[src/design/hand_tracking_packet_parser_unit_defines.svh]
// ----------------------------------------------------------------------------
// hand tracking packet parser assertion macros
// shared property forms for the parser checks, clocked on clk_i, off in reset
// ----------------------------------------------------------------------------
`ifndef HAND_TRACKING_PACKET_PARSER_UNIT_DEFINES_SVH
`define HAND_TRACKING_PACKET_PARSER_UNIT_DEFINES_SVH

// same-cycle implication
`define HTPP_ASSERT_NOW(label, ante, cons) \
  label: assert property (@(posedge clk_i) disable iff (!rst_ni) (ante) |-> (cons)) \
    else $error("htpp check failed");

// next-cycle implication
`define HTPP_ASSERT_NEXT(label, ante, cons) \
  label: assert property (@(posedge clk_i) disable iff (!rst_ni) (ante) |=> (cons)) \
    else $error("htpp check failed");

`endif

[src/design/htpp_pkg.sv]
// ----------------------------------------------------------------------------
// hand tracking packet parser package
// field layout, size limits and result codes of the parser
// ----------------------------------------------------------------------------
`default_nettype none

package htpp_pkg;

  // datagram size limits
  localparam int unsigned MAX_HANDS        = 8;
  localparam int unsigned MAX_FINGERS      = 5;
  localparam int unsigned BONES_PER_FINGER = 4;

  // ascii '0', subtracted from the sensor byte
  localparam logic [31:0] ASCII_ZERO = 32'd48;

  // field kinds, same numbering as the parse phases that produce them
  localparam logic [3:0] KIND_SENSOR   = 4'd0;
  localparam logic [3:0] KIND_HCOUNT   = 4'd1;
  localparam logic [3:0] KIND_HID      = 4'd2;
  localparam logic [3:0] KIND_SIDE     = 4'd3;
  localparam logic [3:0] KIND_CONF     = 4'd4;
  localparam logic [3:0] KIND_GRAB     = 4'd5;
  localparam logic [3:0] KIND_FCOUNT   = 4'd6;
  localparam logic [3:0] KIND_HPOS     = 4'd7;
  localparam logic [3:0] KIND_HDIR     = 4'd8;
  localparam logic [3:0] KIND_BPOS     = 4'd9;
  localparam logic [3:0] KIND_BDIR     = 4'd10;
  localparam logic [3:0] KIND_BLEN     = 4'd11;

  // error codes
  localparam logic [1:0] ERR_NONE      = 2'd0;
  localparam logic [1:0] ERR_SIDE      = 2'd1;
  localparam logic [1:0] ERR_FINGERS   = 2'd2;
  localparam logic [1:0] ERR_HANDS     = 2'd3;

  typedef struct packed {
    logic [7:0] data_byte;
    logic       packet_start;
  } in_req_t;

  typedef struct packed {
    logic [3:0]  field_kind;
    logic [6:0]  hand_index;
    logic [2:0]  finger_index;
    logic [1:0]  bone_index;
    logic [1:0]  component;
    logic [31:0] value;
    logic [1:0]  error_code;
    logic        packet_done;
  } out_req_t;

endpackage

`default_nettype wire

[src/design/hand_tracking_packet_parser_unit.sv]
// ----------------------------------------------------------------------------
// hand tracking packet parser unit
// byte-serial decoder of a hand-tracking datagram, one field request per
// completed field
// ----------------------------------------------------------------------------
//
//   channel | dir | handshake                 | payload
//   --------+-----+---------------------------+----------------------------
//   in      | in  | in_valid_i / in_ready_o   | in_data_i   (htpp_pkg::in_req_t)
//   out     | out | out_valid_o / out_ready_i | out_data_o  (htpp_pkg::out_req_t)
//
// one byte per cycle if not stalled: the parse state and the result register
// are updated in the same cycle a byte is taken, so its result shows next
// cycle; in_ready_o is low only while a result sits in the output register
// and the consumer stalls it; out_ready_i feeds in_ready_o combinationally
// reset clears the parse state to waiting and empties the output register
// bytes that finish no field are consumed without a result
`default_nettype none

module hand_tracking_packet_parser_unit (
  input  wire logic             clk_i,
  input  wire logic             rst_ni,
  input  wire logic             in_valid_i,
  output logic                  in_ready_o,
  input  wire htpp_pkg::in_req_t  in_data_i,
  output logic                  out_valid_o,
  input  wire logic             out_ready_i,
  output htpp_pkg::out_req_t    out_data_o
);

`include "hand_tracking_packet_parser_unit_defines.svh"

  // parse phases (the field kind a word phase produces uses the same code)
  localparam logic [3:0] PH_WAIT   = 4'd0;
  localparam logic [3:0] PH_HCOUNT = 4'd1;
  localparam logic [3:0] PH_HID    = 4'd2;
  localparam logic [3:0] PH_SIDE   = 4'd3;
  localparam logic [3:0] PH_CONF   = 4'd4;
  localparam logic [3:0] PH_GRAB   = 4'd5;
  localparam logic [3:0] PH_FCOUNT = 4'd6;
  localparam logic [3:0] PH_HPOS   = 4'd7;
  localparam logic [3:0] PH_HDIR   = 4'd8;
  localparam logic [3:0] PH_BPOS   = 4'd9;
  localparam logic [3:0] PH_BDIR   = 4'd10;
  localparam logic [3:0] PH_BLEN   = 4'd11;

  // parse state
  logic [3:0]  phase_q, phase_d;
  logic [1:0]  byte_cnt_q, byte_cnt_d;
  logic [23:0] word_shift_q, word_shift_d;
  logic [6:0]  hands_total_q, hands_total_d;
  logic [6:0]  hand_cnt_q, hand_cnt_d;
  logic [2:0]  fingers_total_q, fingers_total_d;
  logic [2:0]  finger_cnt_q, finger_cnt_d;
  logic [1:0]  bone_cnt_q, bone_cnt_d;
  logic [1:0]  comp_cnt_q, comp_cnt_d;

  // output register
  logic                out_valid_q, out_valid_d;
  htpp_pkg::out_req_t  out_data_q, out_data_d;

  logic                in_fire;
  logic [7:0]          b;
  logic [7:0]          count_byte;    // count with high bit set read as zero
  logic [31:0]         word;
  logic                last_hand;
  logic                last_finger;
  logic                last_bone;
  logic                last_comp;
  logic                res_valid;
  htpp_pkg::out_req_t  res;

  assign in_ready_o = !out_valid_q || out_ready_i;
  assign in_fire    = in_valid_i && in_ready_o;

  assign b          = in_data_i.data_byte;
  assign count_byte = b[7] ? 8'd0 : b;
  assign word       = {word_shift_q, b};

  // end-of-loop tests, widened by one bit so the +1 cannot wrap
  assign last_hand   = ({1'b0, hand_cnt_q} + 8'd1) >= {1'b0, hands_total_q};
  assign last_finger = ({1'b0, finger_cnt_q} + 4'd1) >= {1'b0, fingers_total_q};
  assign last_bone   = ({1'b0, bone_cnt_q} + 3'd1) >= 3'(htpp_pkg::BONES_PER_FINGER);
  assign last_comp   = comp_cnt_q >= 2'd2;

  // next state and result for the byte at the input
  always_comb begin
    phase_d         = phase_q;
    byte_cnt_d      = byte_cnt_q;
    word_shift_d    = word_shift_q;
    hands_total_d   = hands_total_q;
    hand_cnt_d      = hand_cnt_q;
    fingers_total_d = fingers_total_q;
    finger_cnt_d    = finger_cnt_q;
    bone_cnt_d      = bone_cnt_q;
    comp_cnt_d      = comp_cnt_q;

    res_valid        = 1'b0;
    res.field_kind   = phase_q;
    res.hand_index   = hand_cnt_q;
    res.finger_index = 3'd0;
    res.bone_index   = 2'd0;
    res.component    = 2'd0;
    res.value        = 32'd0;
    res.error_code   = htpp_pkg::ERR_NONE;
    res.packet_done  = 1'b0;

    if (in_data_i.packet_start) begin
      // start always restarts, dropping a datagram in progress
      phase_d         = PH_HCOUNT;
      byte_cnt_d      = 2'd0;
      word_shift_d    = 24'd0;
      hands_total_d   = 7'd0;
      hand_cnt_d      = 7'd0;
      fingers_total_d = 3'd0;
      finger_cnt_d    = 3'd0;
      bone_cnt_d      = 2'd0;
      comp_cnt_d      = 2'd0;
      res_valid       = 1'b1;
      res.field_kind  = htpp_pkg::KIND_SENSOR;
      res.hand_index  = 7'd0;
      res.value       = {{24{b[7]}}, b} - htpp_pkg::ASCII_ZERO;
    end else begin
      case (phase_q)
        PH_HCOUNT: begin
          res_valid      = 1'b1;
          res.hand_index = 7'd0;
          res.value      = {24'd0, count_byte};
          if (count_byte > 8'(htpp_pkg::MAX_HANDS)) begin
            phase_d         = PH_WAIT;
            res.error_code  = htpp_pkg::ERR_HANDS;
            res.packet_done = 1'b1;
          end else begin
            hands_total_d = count_byte[6:0];
            hand_cnt_d    = 7'd0;
            byte_cnt_d    = 2'd0;
            if (count_byte == 8'd0) begin
              phase_d         = PH_WAIT;
              res.packet_done = 1'b1;
            end else begin
              phase_d = PH_HID;
            end
          end
        end
        PH_SIDE: begin
          res_valid      = 1'b1;
          res.value      = {24'd0, b};
          res.error_code = (b > 8'd1) ? htpp_pkg::ERR_SIDE : htpp_pkg::ERR_NONE;
          phase_d        = PH_CONF;
          byte_cnt_d     = 2'd0;
        end
        PH_FCOUNT: begin
          res_valid = 1'b1;
          res.value = {24'd0, count_byte};
          if (count_byte > 8'(htpp_pkg::MAX_FINGERS)) begin
            phase_d         = PH_WAIT;
            res.error_code  = htpp_pkg::ERR_FINGERS;
            res.packet_done = 1'b1;
          end else begin
            fingers_total_d = count_byte[2:0];
            finger_cnt_d    = 3'd0;
            bone_cnt_d      = 2'd0;
            comp_cnt_d      = 2'd0;
            byte_cnt_d      = 2'd0;
            phase_d         = PH_HPOS;
          end
        end
        PH_HID, PH_CONF, PH_GRAB, PH_HPOS, PH_HDIR, PH_BPOS, PH_BDIR, PH_BLEN: begin
          if (byte_cnt_q != 2'd3) begin
            // collect the leading bytes of a big-endian word
            word_shift_d = {word_shift_q[15:0], b};
            byte_cnt_d   = byte_cnt_q + 2'd1;
          end else begin
            res_valid    = 1'b1;
            res.value    = word;
            byte_cnt_d   = 2'd0;
            word_shift_d = 24'd0;
            if (phase_q inside {[PH_BPOS:PH_BLEN]}) begin
              res.finger_index = finger_cnt_q;
              res.bone_index   = bone_cnt_q;
            end
            if (phase_q inside {[PH_HPOS:PH_BDIR]}) begin
              res.component = comp_cnt_q;
            end
            case (phase_q)
              PH_HID:  phase_d = PH_SIDE;
              PH_CONF: phase_d = PH_GRAB;
              PH_GRAB: phase_d = PH_FCOUNT;
              PH_HPOS, PH_BPOS, PH_BDIR: begin
                if (last_comp) begin
                  comp_cnt_d = 2'd0;
                  phase_d    = phase_q + 4'd1;
                end else begin
                  comp_cnt_d = comp_cnt_q + 2'd1;
                end
              end
              PH_HDIR: begin
                if (last_comp) begin
                  comp_cnt_d = 2'd0;
                  if (fingers_total_q == 3'd0) begin
                    // hand without fingers ends after its direction
                    if (last_hand) begin
                      phase_d         = PH_WAIT;
                      res.packet_done = 1'b1;
                    end else begin
                      hand_cnt_d = hand_cnt_q + 7'd1;
                      phase_d    = PH_HID;
                    end
                  end else begin
                    finger_cnt_d = 3'd0;
                    bone_cnt_d   = 2'd0;
                    phase_d      = PH_BPOS;
                  end
                end else begin
                  comp_cnt_d = comp_cnt_q + 2'd1;
                end
              end
              default: begin
                // bone length closes a bone, maybe a finger and a hand
                if (last_bone) begin
                  bone_cnt_d = 2'd0;
                  if (last_finger) begin
                    finger_cnt_d = 3'd0;
                    if (last_hand) begin
                      phase_d         = PH_WAIT;
                      res.packet_done = 1'b1;
                    end else begin
                      hand_cnt_d = hand_cnt_q + 7'd1;
                      phase_d    = PH_HID;
                    end
                  end else begin
                    finger_cnt_d = finger_cnt_q + 3'd1;
                    phase_d      = PH_BPOS;
                  end
                end else begin
                  bone_cnt_d = bone_cnt_q + 2'd1;
                  phase_d    = PH_BPOS;
                end
              end
            endcase
          end
        end
        default: begin
          // waiting, or an unused phase code: byte is dropped
        end
      endcase
    end
  end

  // output register load
  always_comb begin
    out_valid_d = out_valid_q;
    out_data_d  = out_data_q;
    if (in_fire) begin
      out_valid_d = res_valid;
      out_data_d  = res;
    end else if (out_ready_i) begin
      out_valid_d = 1'b0;
    end
  end

  always_ff @(posedge clk_i or negedge rst_ni) begin
    if (!rst_ni) begin
      phase_q         <= PH_WAIT;
      byte_cnt_q      <= 2'd0;
      word_shift_q    <= 24'd0;
      hands_total_q   <= 7'd0;
      hand_cnt_q      <= 7'd0;
      fingers_total_q <= 3'd0;
      finger_cnt_q    <= 3'd0;
      bone_cnt_q      <= 2'd0;
      comp_cnt_q      <= 2'd0;
      out_valid_q     <= 1'b0;
    end else if (in_fire) begin
      phase_q         <= phase_d;
      byte_cnt_q      <= byte_cnt_d;
      word_shift_q    <= word_shift_d;
      hands_total_q   <= hands_total_d;
      hand_cnt_q      <= hand_cnt_d;
      fingers_total_q <= fingers_total_d;
      finger_cnt_q    <= finger_cnt_d;
      bone_cnt_q      <= bone_cnt_d;
      comp_cnt_q      <= comp_cnt_d;
      out_valid_q     <= out_valid_d;
    end else begin
      out_valid_q     <= out_valid_d;
    end
  end

  // payload register, no reset
  always_ff @(posedge clk_i) begin
    out_data_q <= out_data_d;
  end

  assign out_valid_o = out_valid_q;
  assign out_data_o  = out_data_q;

  // a result that closes the datagram leaves the parser waiting
  `HTPP_ASSERT_NOW(a_done_waits, out_valid_q && out_data_q.packet_done, phase_q == PH_WAIT)

  // errors come only from side and count fields
  `HTPP_ASSERT_NOW(a_err_kind, out_valid_q && out_data_q.error_code != htpp_pkg::ERR_NONE,
    out_data_q.field_kind == htpp_pkg::KIND_SIDE ||
    out_data_q.field_kind == htpp_pkg::KIND_FCOUNT ||
    out_data_q.field_kind == htpp_pkg::KIND_HCOUNT)

  // stray bytes while waiting give no result
  `HTPP_ASSERT_NEXT(a_wait_quiet, in_fire && !in_data_i.packet_start && phase_q == PH_WAIT,
    !out_valid_q)

  // hand counter stays inside the announced hand count
  `HTPP_ASSERT_NOW(a_hand_range, phase_q >= PH_HID && phase_q <= PH_BLEN,
    hand_cnt_q < hands_total_q)

  // finger counter stays inside the announced finger count during bones
  `HTPP_ASSERT_NOW(a_finger_range, phase_q >= PH_BPOS && phase_q <= PH_BLEN,
    finger_cnt_q < fingers_total_q)

endmodule

`default_nettype wire

[config.mk]
export PLATFORM = sky130hd
export DESIGN_NAME = hand_tracking_packet_parser_unit
export DESIGN_NICKNAME = d
export VERILOG_FILES = /design/src/design/htpp_pkg.sv /design/src/design/hand_tracking_packet_parser_unit.sv
export VERILOG_INCLUDE_DIRS = /design/src /design/src/design
export SDC_FILE = /design/constraint.sdc
export NUM_CORES = 1
export LEC_CHECK = 0
export BUFFER_PORTS_ARGS = -buffer_cell sky130_fd_sc_hd__buf_4
export CORE_MARGIN = 4
export CORE_UTILIZATION = 40
export CTS_BUF_LIST = sky130_fd_sc_hd__clkbuf_4 sky130_fd_sc_hd__clkbuf_8 sky130_fd_sc_hd__clkbuf_16
export DETAILED_ROUTE_END_ITERATION = 10
export PLACE_DENSITY = 0.6
export RECOVER_POWER = 50
export SYNTH_ARGS = -nofsm -noshare
export SYNTH_HDL_FRONTEND = slang
export SYNTH_SLANG_ARGS = --single-unit
[constraint.sdc]
create_clock -name clk_i -period 3.9 [get_ports clk_i]
set_clock_uncertainty 0.1 [all_clocks]
set_input_delay 0.39 -clock clk_i [delete_from_list [all_inputs] [get_ports clk_i]]
set_output_delay 0.39 -clock clk_i [all_outputs]
set_load 0.02 [all_outputs]
Word level (Yosys, flattened, before mapping)
Index checks and enable logic that the tools add are counted.
Word-level totals
  input bits: 13
  output and inout port bits: 55
  register bits: 108
  logic and storage cells: 180
Operators by class
  order comparisons: 11
  reductions and logical operators: 32
  equality and inequality tests: 25
  mux-type cells: 81
  bitwise logic cells: 3
  add/subtract/negate cells: 10
Operator list (count)
  32-bit case mux with 3 select lines: 1
  7-bit two-way mux: 12
  24-bit two-way mux: 3
  32-bit two-way mux: 2
  3-bit two-way mux: 12
  2-bit two-way mux: 16
  4-bit two-way mux: 8
  7-bit case mux with 2 select lines: 2
  4-bit inequality test (second input constant): 6
  4-bit case mux with 5 select lines: 1
  4-bit by 3-bit == test with 1-bit output (second input constant): 4
  4-bit == test (second input constant): 4
  4-bit case mux with 4 select lines: 1
  3-bit inequality test (second input constant): 5
  1-bit two-way mux: 13
  2-bit case mux with 2 select lines: 3
  3-bit case mux with 2 select lines: 2
  4-bit OR reduction: 3
  5-bit AND reduction: 2
  9-bit AND reduction: 1
  8-bit by 7-bit subtractor with 9-bit output (second input constant): 1
  7-bit by 1-bit adder with 8-bit output (second input constant): 1
  4-bit by 2-bit == test with 1-bit output (second input constant): 2
  8-bit by 7-bit >= comparator with 1-bit output: 1
  other kinds (39): 56

Logic depth before layout (Yosys ltp)
  word-level depth: 9
  depth in mapped cells: 10
  mapped depth without buffers: 10

Least setup slack after synthesis
OpenSTA, ideal clock, no wires.
  kind: reg-to-reg
  start: register out_valid_q (netlist: out_valid_o)
  end: register word_shift_q[16]
  data arrival time: 2898 ps
  setup time: 135 ps
  setup slack: 767 ps
  required time: 3665 ps
  period minus slack after synthesis: 3133 ps
  buffers on the path: 2
  cell stages (with the launch flop): 9
  cell sequence: dfrtp_1 > nand2b_1 > nand2_1 > inv_1 > o21ai_0 > clkbuf_1 > clkbuf_1 > nand2_1 > o21ai_0
Between the ends
  longest elaborated chain between the ends: 4
Ends and longest elaborated chain
  start, declared: line hand_tracking_packet_parser_unit.sv:59  | logic out_valid_q, out_valid_d;
  start signal, assigned: line hand_tracking_packet_parser_unit.sv:284  | out_valid_q <= out_valid_d;
  start signal, assigned: line hand_tracking_packet_parser_unit.sv:286  | out_valid_q <= out_valid_d;
  1-bit zero test: line hand_tracking_packet_parser_unit.sv:73  | assign in_ready_o = !out_valid_q || out_ready_i;
  1-bit logical OR: line hand_tracking_packet_parser_unit.sv:73
  net in_ready_o: line hand_tracking_packet_parser_unit.sv:24  | output logic in_ready_o,
  1-bit logical AND: line hand_tracking_packet_parser_unit.sv:74  | assign in_fire = in_valid_i && in_ready_o;
  net in_fire: line hand_tracking_packet_parser_unit.sv:62  | logic in_fire;
  2-bit AND reduction (no line)
  end signal, assigned: line hand_tracking_packet_parser_unit.sv:277  | word_shift_q <= word_shift_d;
  end, declared: line hand_tracking_packet_parser_unit.sv:50  | logic [23:0] word_shift_q, word_shift_d;
The timed path passes the listed nets, and every way through them passes these cells.
A chain may end at the register's enable or synchronous reset.

Final worst setup path
  start: register phase_q[0]
  end: register hand_cnt_q[2]
Between the ends
  longest elaborated chain between the ends: 6
  elaborated cells on any way between the ends: 24
  classes of those cells: eq/ne: 16; mux: 4; reduce/logical: 4
Ends and longest elaborated chain
  start, declared: line hand_tracking_packet_parser_unit.sv:48  | logic [3:0] phase_q, phase_d;
  start signal, assigned: line hand_tracking_packet_parser_unit.sv:275  | phase_q <= phase_d;
  4-bit by 3-bit == test with 1-bit output (tied with other cells): line hand_tracking_packet_parser_unit.sv:124, hand_tracking_packet_parser_unit.sv:185
  6-bit OR reduction (no line)
  7-bit case mux with 2 select lines: line hand_tracking_packet_parser_unit.sv:185  | case (phase_q)
  7-bit two-way mux: line hand_tracking_packet_parser_unit.sv:169  | if (byte_cnt_q != 2'd3) begin
  7-bit case mux with 2 select lines: line hand_tracking_packet_parser_unit.sv:124  | case (phase_q)
  7-bit two-way mux: line hand_tracking_packet_parser_unit.sv:108  | if (in_data_i.packet_start) begin
  end signal, assigned: line hand_tracking_packet_parser_unit.sv:279  | hand_cnt_q <= hand_cnt_d;
  end, declared: line hand_tracking_packet_parser_unit.sv:52  | logic [6:0] hand_cnt_q, hand_cnt_d;
Parallel ways exist; a longest one is shown, timed or not. The select of a mux whose other input is x is not followed.

==> results.py <==
metrics = {
    "status": {
        "status": "finished, violations left",
        "violations": "max-capacitance violations, max-slew violations",
    },
    "placed_design": {
        "hpwl_um": 9471,
        "io_buffers": 67,
        "routabilityCongestion": 0.8933,
        "post-place-ws_ns": 0.6366,
    },
    "synthesis": {
        "syn_area_per_cell_um2": 10.50,
        "yosysWarnings": 0,
        "synth.most_common_cell": "nand2_1",
        "synthArstFlopShare_pct": 50.93,
        "synth.largest_area_cell": "edfxtp_1",
        "yosys-top-cells-count": "nand2_1 (75), dfrtp_1 (55), edfxtp_1 (53)",
        "syn-cell-area_mm2": 0.005564,
        "syn_nets": 565,
        "synth_edf_count": 53,
        "synth_ff_type": "dfrtp_1",
        "ys_seq_area_share_pct": 53.34,
        "netlist_instances": 530,
        "synth_area_leaders": "edfxtp_1 (29%), dfrtp_1 (25%), nand2_1 (5.1%), ha_1 (4.9%), o21ai_0 (3.6%)",
        "ys_seq_elements": 108,
        "synth_top_area_share_pct": 28.60,
        "synth_cell_types": 67,
    },
    "final_layout": {
        "area_delta_synth_final_pct": 13.38,
        "drive_above_1_share_pct": 9.580,
        "diodes": 0,
        "nets": 625,
    },
    "global_route": {
        "grt_pass1_vias": 4121,
        "grt_max_degree": 56,
        "grt_util_all_layers_pct": 17.05,
        "grt_pass1_wl_um": 21780,
        "antenna_found_initial": 0,
        "grt_overflow": 0,
    },
    "timing": {
        "worst_slew_pin_slew_ns": 3.083,
        "maxSlewViolCount": 56,
        "hold_viol": 0,
        "maxSlewHeadroom_pct": -105.6,
        "layout_min_cycle_time_ns": 3.308,
        "finalSetupViolCount": 0,
        "timing.final.crit_share_pct": 84.82,
        "setup_slack_ns": 0.5921,
        "max_freq_mhz": 302.3,
        "setup-tns-final_ns": 0,
        "rsz0062_at_grt": "false",
    },
    "critical_path": {
        "critPathKind": "register to register",
        "crit_arrival_ns": 3.45,
        "crit_start": "phase_q[0]",
        "max_stage_delay_ns": 0.67,
        "worstPathRequired_ns": 4.05,
        "crit_end": "hand_cnt_q[2]",
        "reg2reg_from": "phase_q[0]",
        "path_max_fanout": 14,
        "reg2reg_to": "hand_cnt_q[2]",
        "crit_path_end_kind": "register",
        "worstPathCellList": "inv_1, ha_1, nor4_1, a21oi_1, a221oi_2, or4_1, or4_4, o311ai_1",
        "start_kind": "register",
        "reg2regPathDepth": 8,
        "r2r_setup_slack_ns": 0.59,
        "slowest_stage": "or4_1",
    },
    "cts": {
        "clock_latency_ns": 0.35,
        "clk_transition_reported_paths_ns": 0.07,
        "cts_tree": "done",
        "h-tree-depth": 3,
        "ctsHoldBuffers": 0,
        "postCtsResizedCells": 0,
        "root_buffer": "clkbuf_16",
        "max-clock-path-buffers": 2,
        "cts_buffers": 9,
        "post_cts_buffers": 0,
        "cts_sinks": 108,
    },
    "power": {
        "irDropWorstVdd_v": 0.0002212,
        "combPwrFrac_pct": 34.3,
        "power_density_mw_per_mm2": 593.2,
        "seqPwrFrac_pct": 42.3,
        "clkPwrFrac_pct": 23.5,
        "switchingPower_uw": 1434,
        "internal-power_uw": 2308,
        "power_leakage_uw": 0.002652,
        "swShare_pct": 38.33,
    },
    "floorplanning": {
        "die_w_um": 125.9,
        "dieArea_mm2": 0.01586,
        "start_util_pct": 41.36,
        "io_pins": 68,
        "rows": 42,
        "core-area_mm2": 0.01345,
        "die_y_um": 125.9,
    },
    "route": {
        "wl_per_cell_um": 17.32,
        "avgViaCountPerCell": 5.396,
        "vias": 4160,
        "drc": 0,
        "drt_first_pass_iters": 5,
        "dr.first_iter.drc_count": 433,
        "drtAntennaViolNets": 0,
        "wl_um": 13350,
    },
    "hold_path": {
        "hp-class": "input port to register",
    },
    "flow_run": {
        "drv_cap": 1,
    },
}
==> area by class of cell <==
type                    instances  area (um2)
fillers                      1302        7144
flip-flops and latches        108        2968
multi-input cells             370        2390
repair buffers                 75       346.6
clock buffers                  11       240.2
well taps                     176       220.2
inverters                      26       97.59
clock inverters                 5       46.29
==> flip-flops by register name, indices dropped and copies added (netlist names) <==
signal,flops
finger_cnt_q,3
out_data_o,53
hands_total_q,7
word_shift_q,24
out_valid_o,1
fingers_total_q,3
comp_cnt_q,2
bone_cnt_q,2
byte_cnt_q,2
hand_cnt_q,7
phase_q,4
==> per-stage QoR <==
stage	utilization (%)	std cells	total power, uW	cell area [um2]	hold slack, ns
after floorplan	-	530	2499	5564	-0.005591
after global placement	46.37	755	2935	6238	0.3647
after detailed placement	46.37	755	2941	6238	0.3720
after CTS	48.50	771	3828	6525	0.03056
after global routing	46.89	771	3997	6309	0.2312
final	46.89	771	3742	6309	0.2157
==> how the worst min path moves through the flow <==
stage / end / slack [ns] / start / depth (start not counted)
after global routing: out_valid_o / 0.23 / in_valid_i / 3
after CTS: hand_cnt_q[6] / 0.03 / rst_ni / 1
after global placement: word_shift_q[16] / 0.36 / word_shift_q[16] / 2
after detailed placement: word_shift_q[16] / 0.37 / word_shift_q[16] / 2
final: out_valid_o / 0.22 / in_valid_i / 3
after floorplan: bone_cnt_q[0] / -0.006 / rst_ni / 0
==> power by group through the flow <==
stage	logic, uW	clock network [uW]	registers (uW)
floorplan	847	0	1650
global placement	1340	0	1600
detailed placement	1340	0	1610
CTS	1340	906	1580
global route	1430	958	1610
finish	1280	878	1580
==> worst max-delay path, delay by kind of cell (launching register included) <==
| family | cells | cell delay [ns] |
|---|---|---|
| adders and majority gates | 1 | 0.51 |
| AOI/OAI and AO/OA | 3 | 0.53 |
| and+or+nand+nor | 3 | 1.45 |
| DFF | 1 | 0.43 |
| buffers and inverters | 1 | 0.18 |
==> logic make-up after synthesis <==
group	after synthesis	synth area share, %
and+or+nand+nor	192	17.54
AOI/OAI and AO/OA	138	17.16
DFF	108	53.34
buffers and inverters	52	3.778
adders and majority gates	22	4.947
muxes	11	2.136
xor gates and xnor gates	7	1.102
==> per-layer routing <==
layer	vias to the layer above	share of wire [%]	wire, um	global-route usage, %
li1	2019	-	-	-
met1	1991	47	6299	24.15
met2	128	46	6122	26.45
met3	22	5.0	667	3.091
met4	0	2.0	261	5.931
met5	-	0	0	0
==> cell usage in the layout (no fill, tap or decap), drive strengths merged, types with 4 or more instances in the layout <==
master,Yosys,routed
o311ai,7,7
a211o,4,4
ha,22,22
inv,26,28
a22o,6,6
a21oi,20,20
nand2,75,75
nand3,8,8
o21ai,40,40
o31ai,5,5
nor3,15,15
nand2b,10,10
a21o,24,24
edfxtp,53,53
mux2i,4,4
dfrtp,55,55
nor2b,10,10
buf,7,17
mux2,7,7
clkbuf,19,69
nor2,32,32
xnor2,5,5
a211oi,4,4
o21a,4,4
and2,18,18
(Power assumes the default switching activity.)
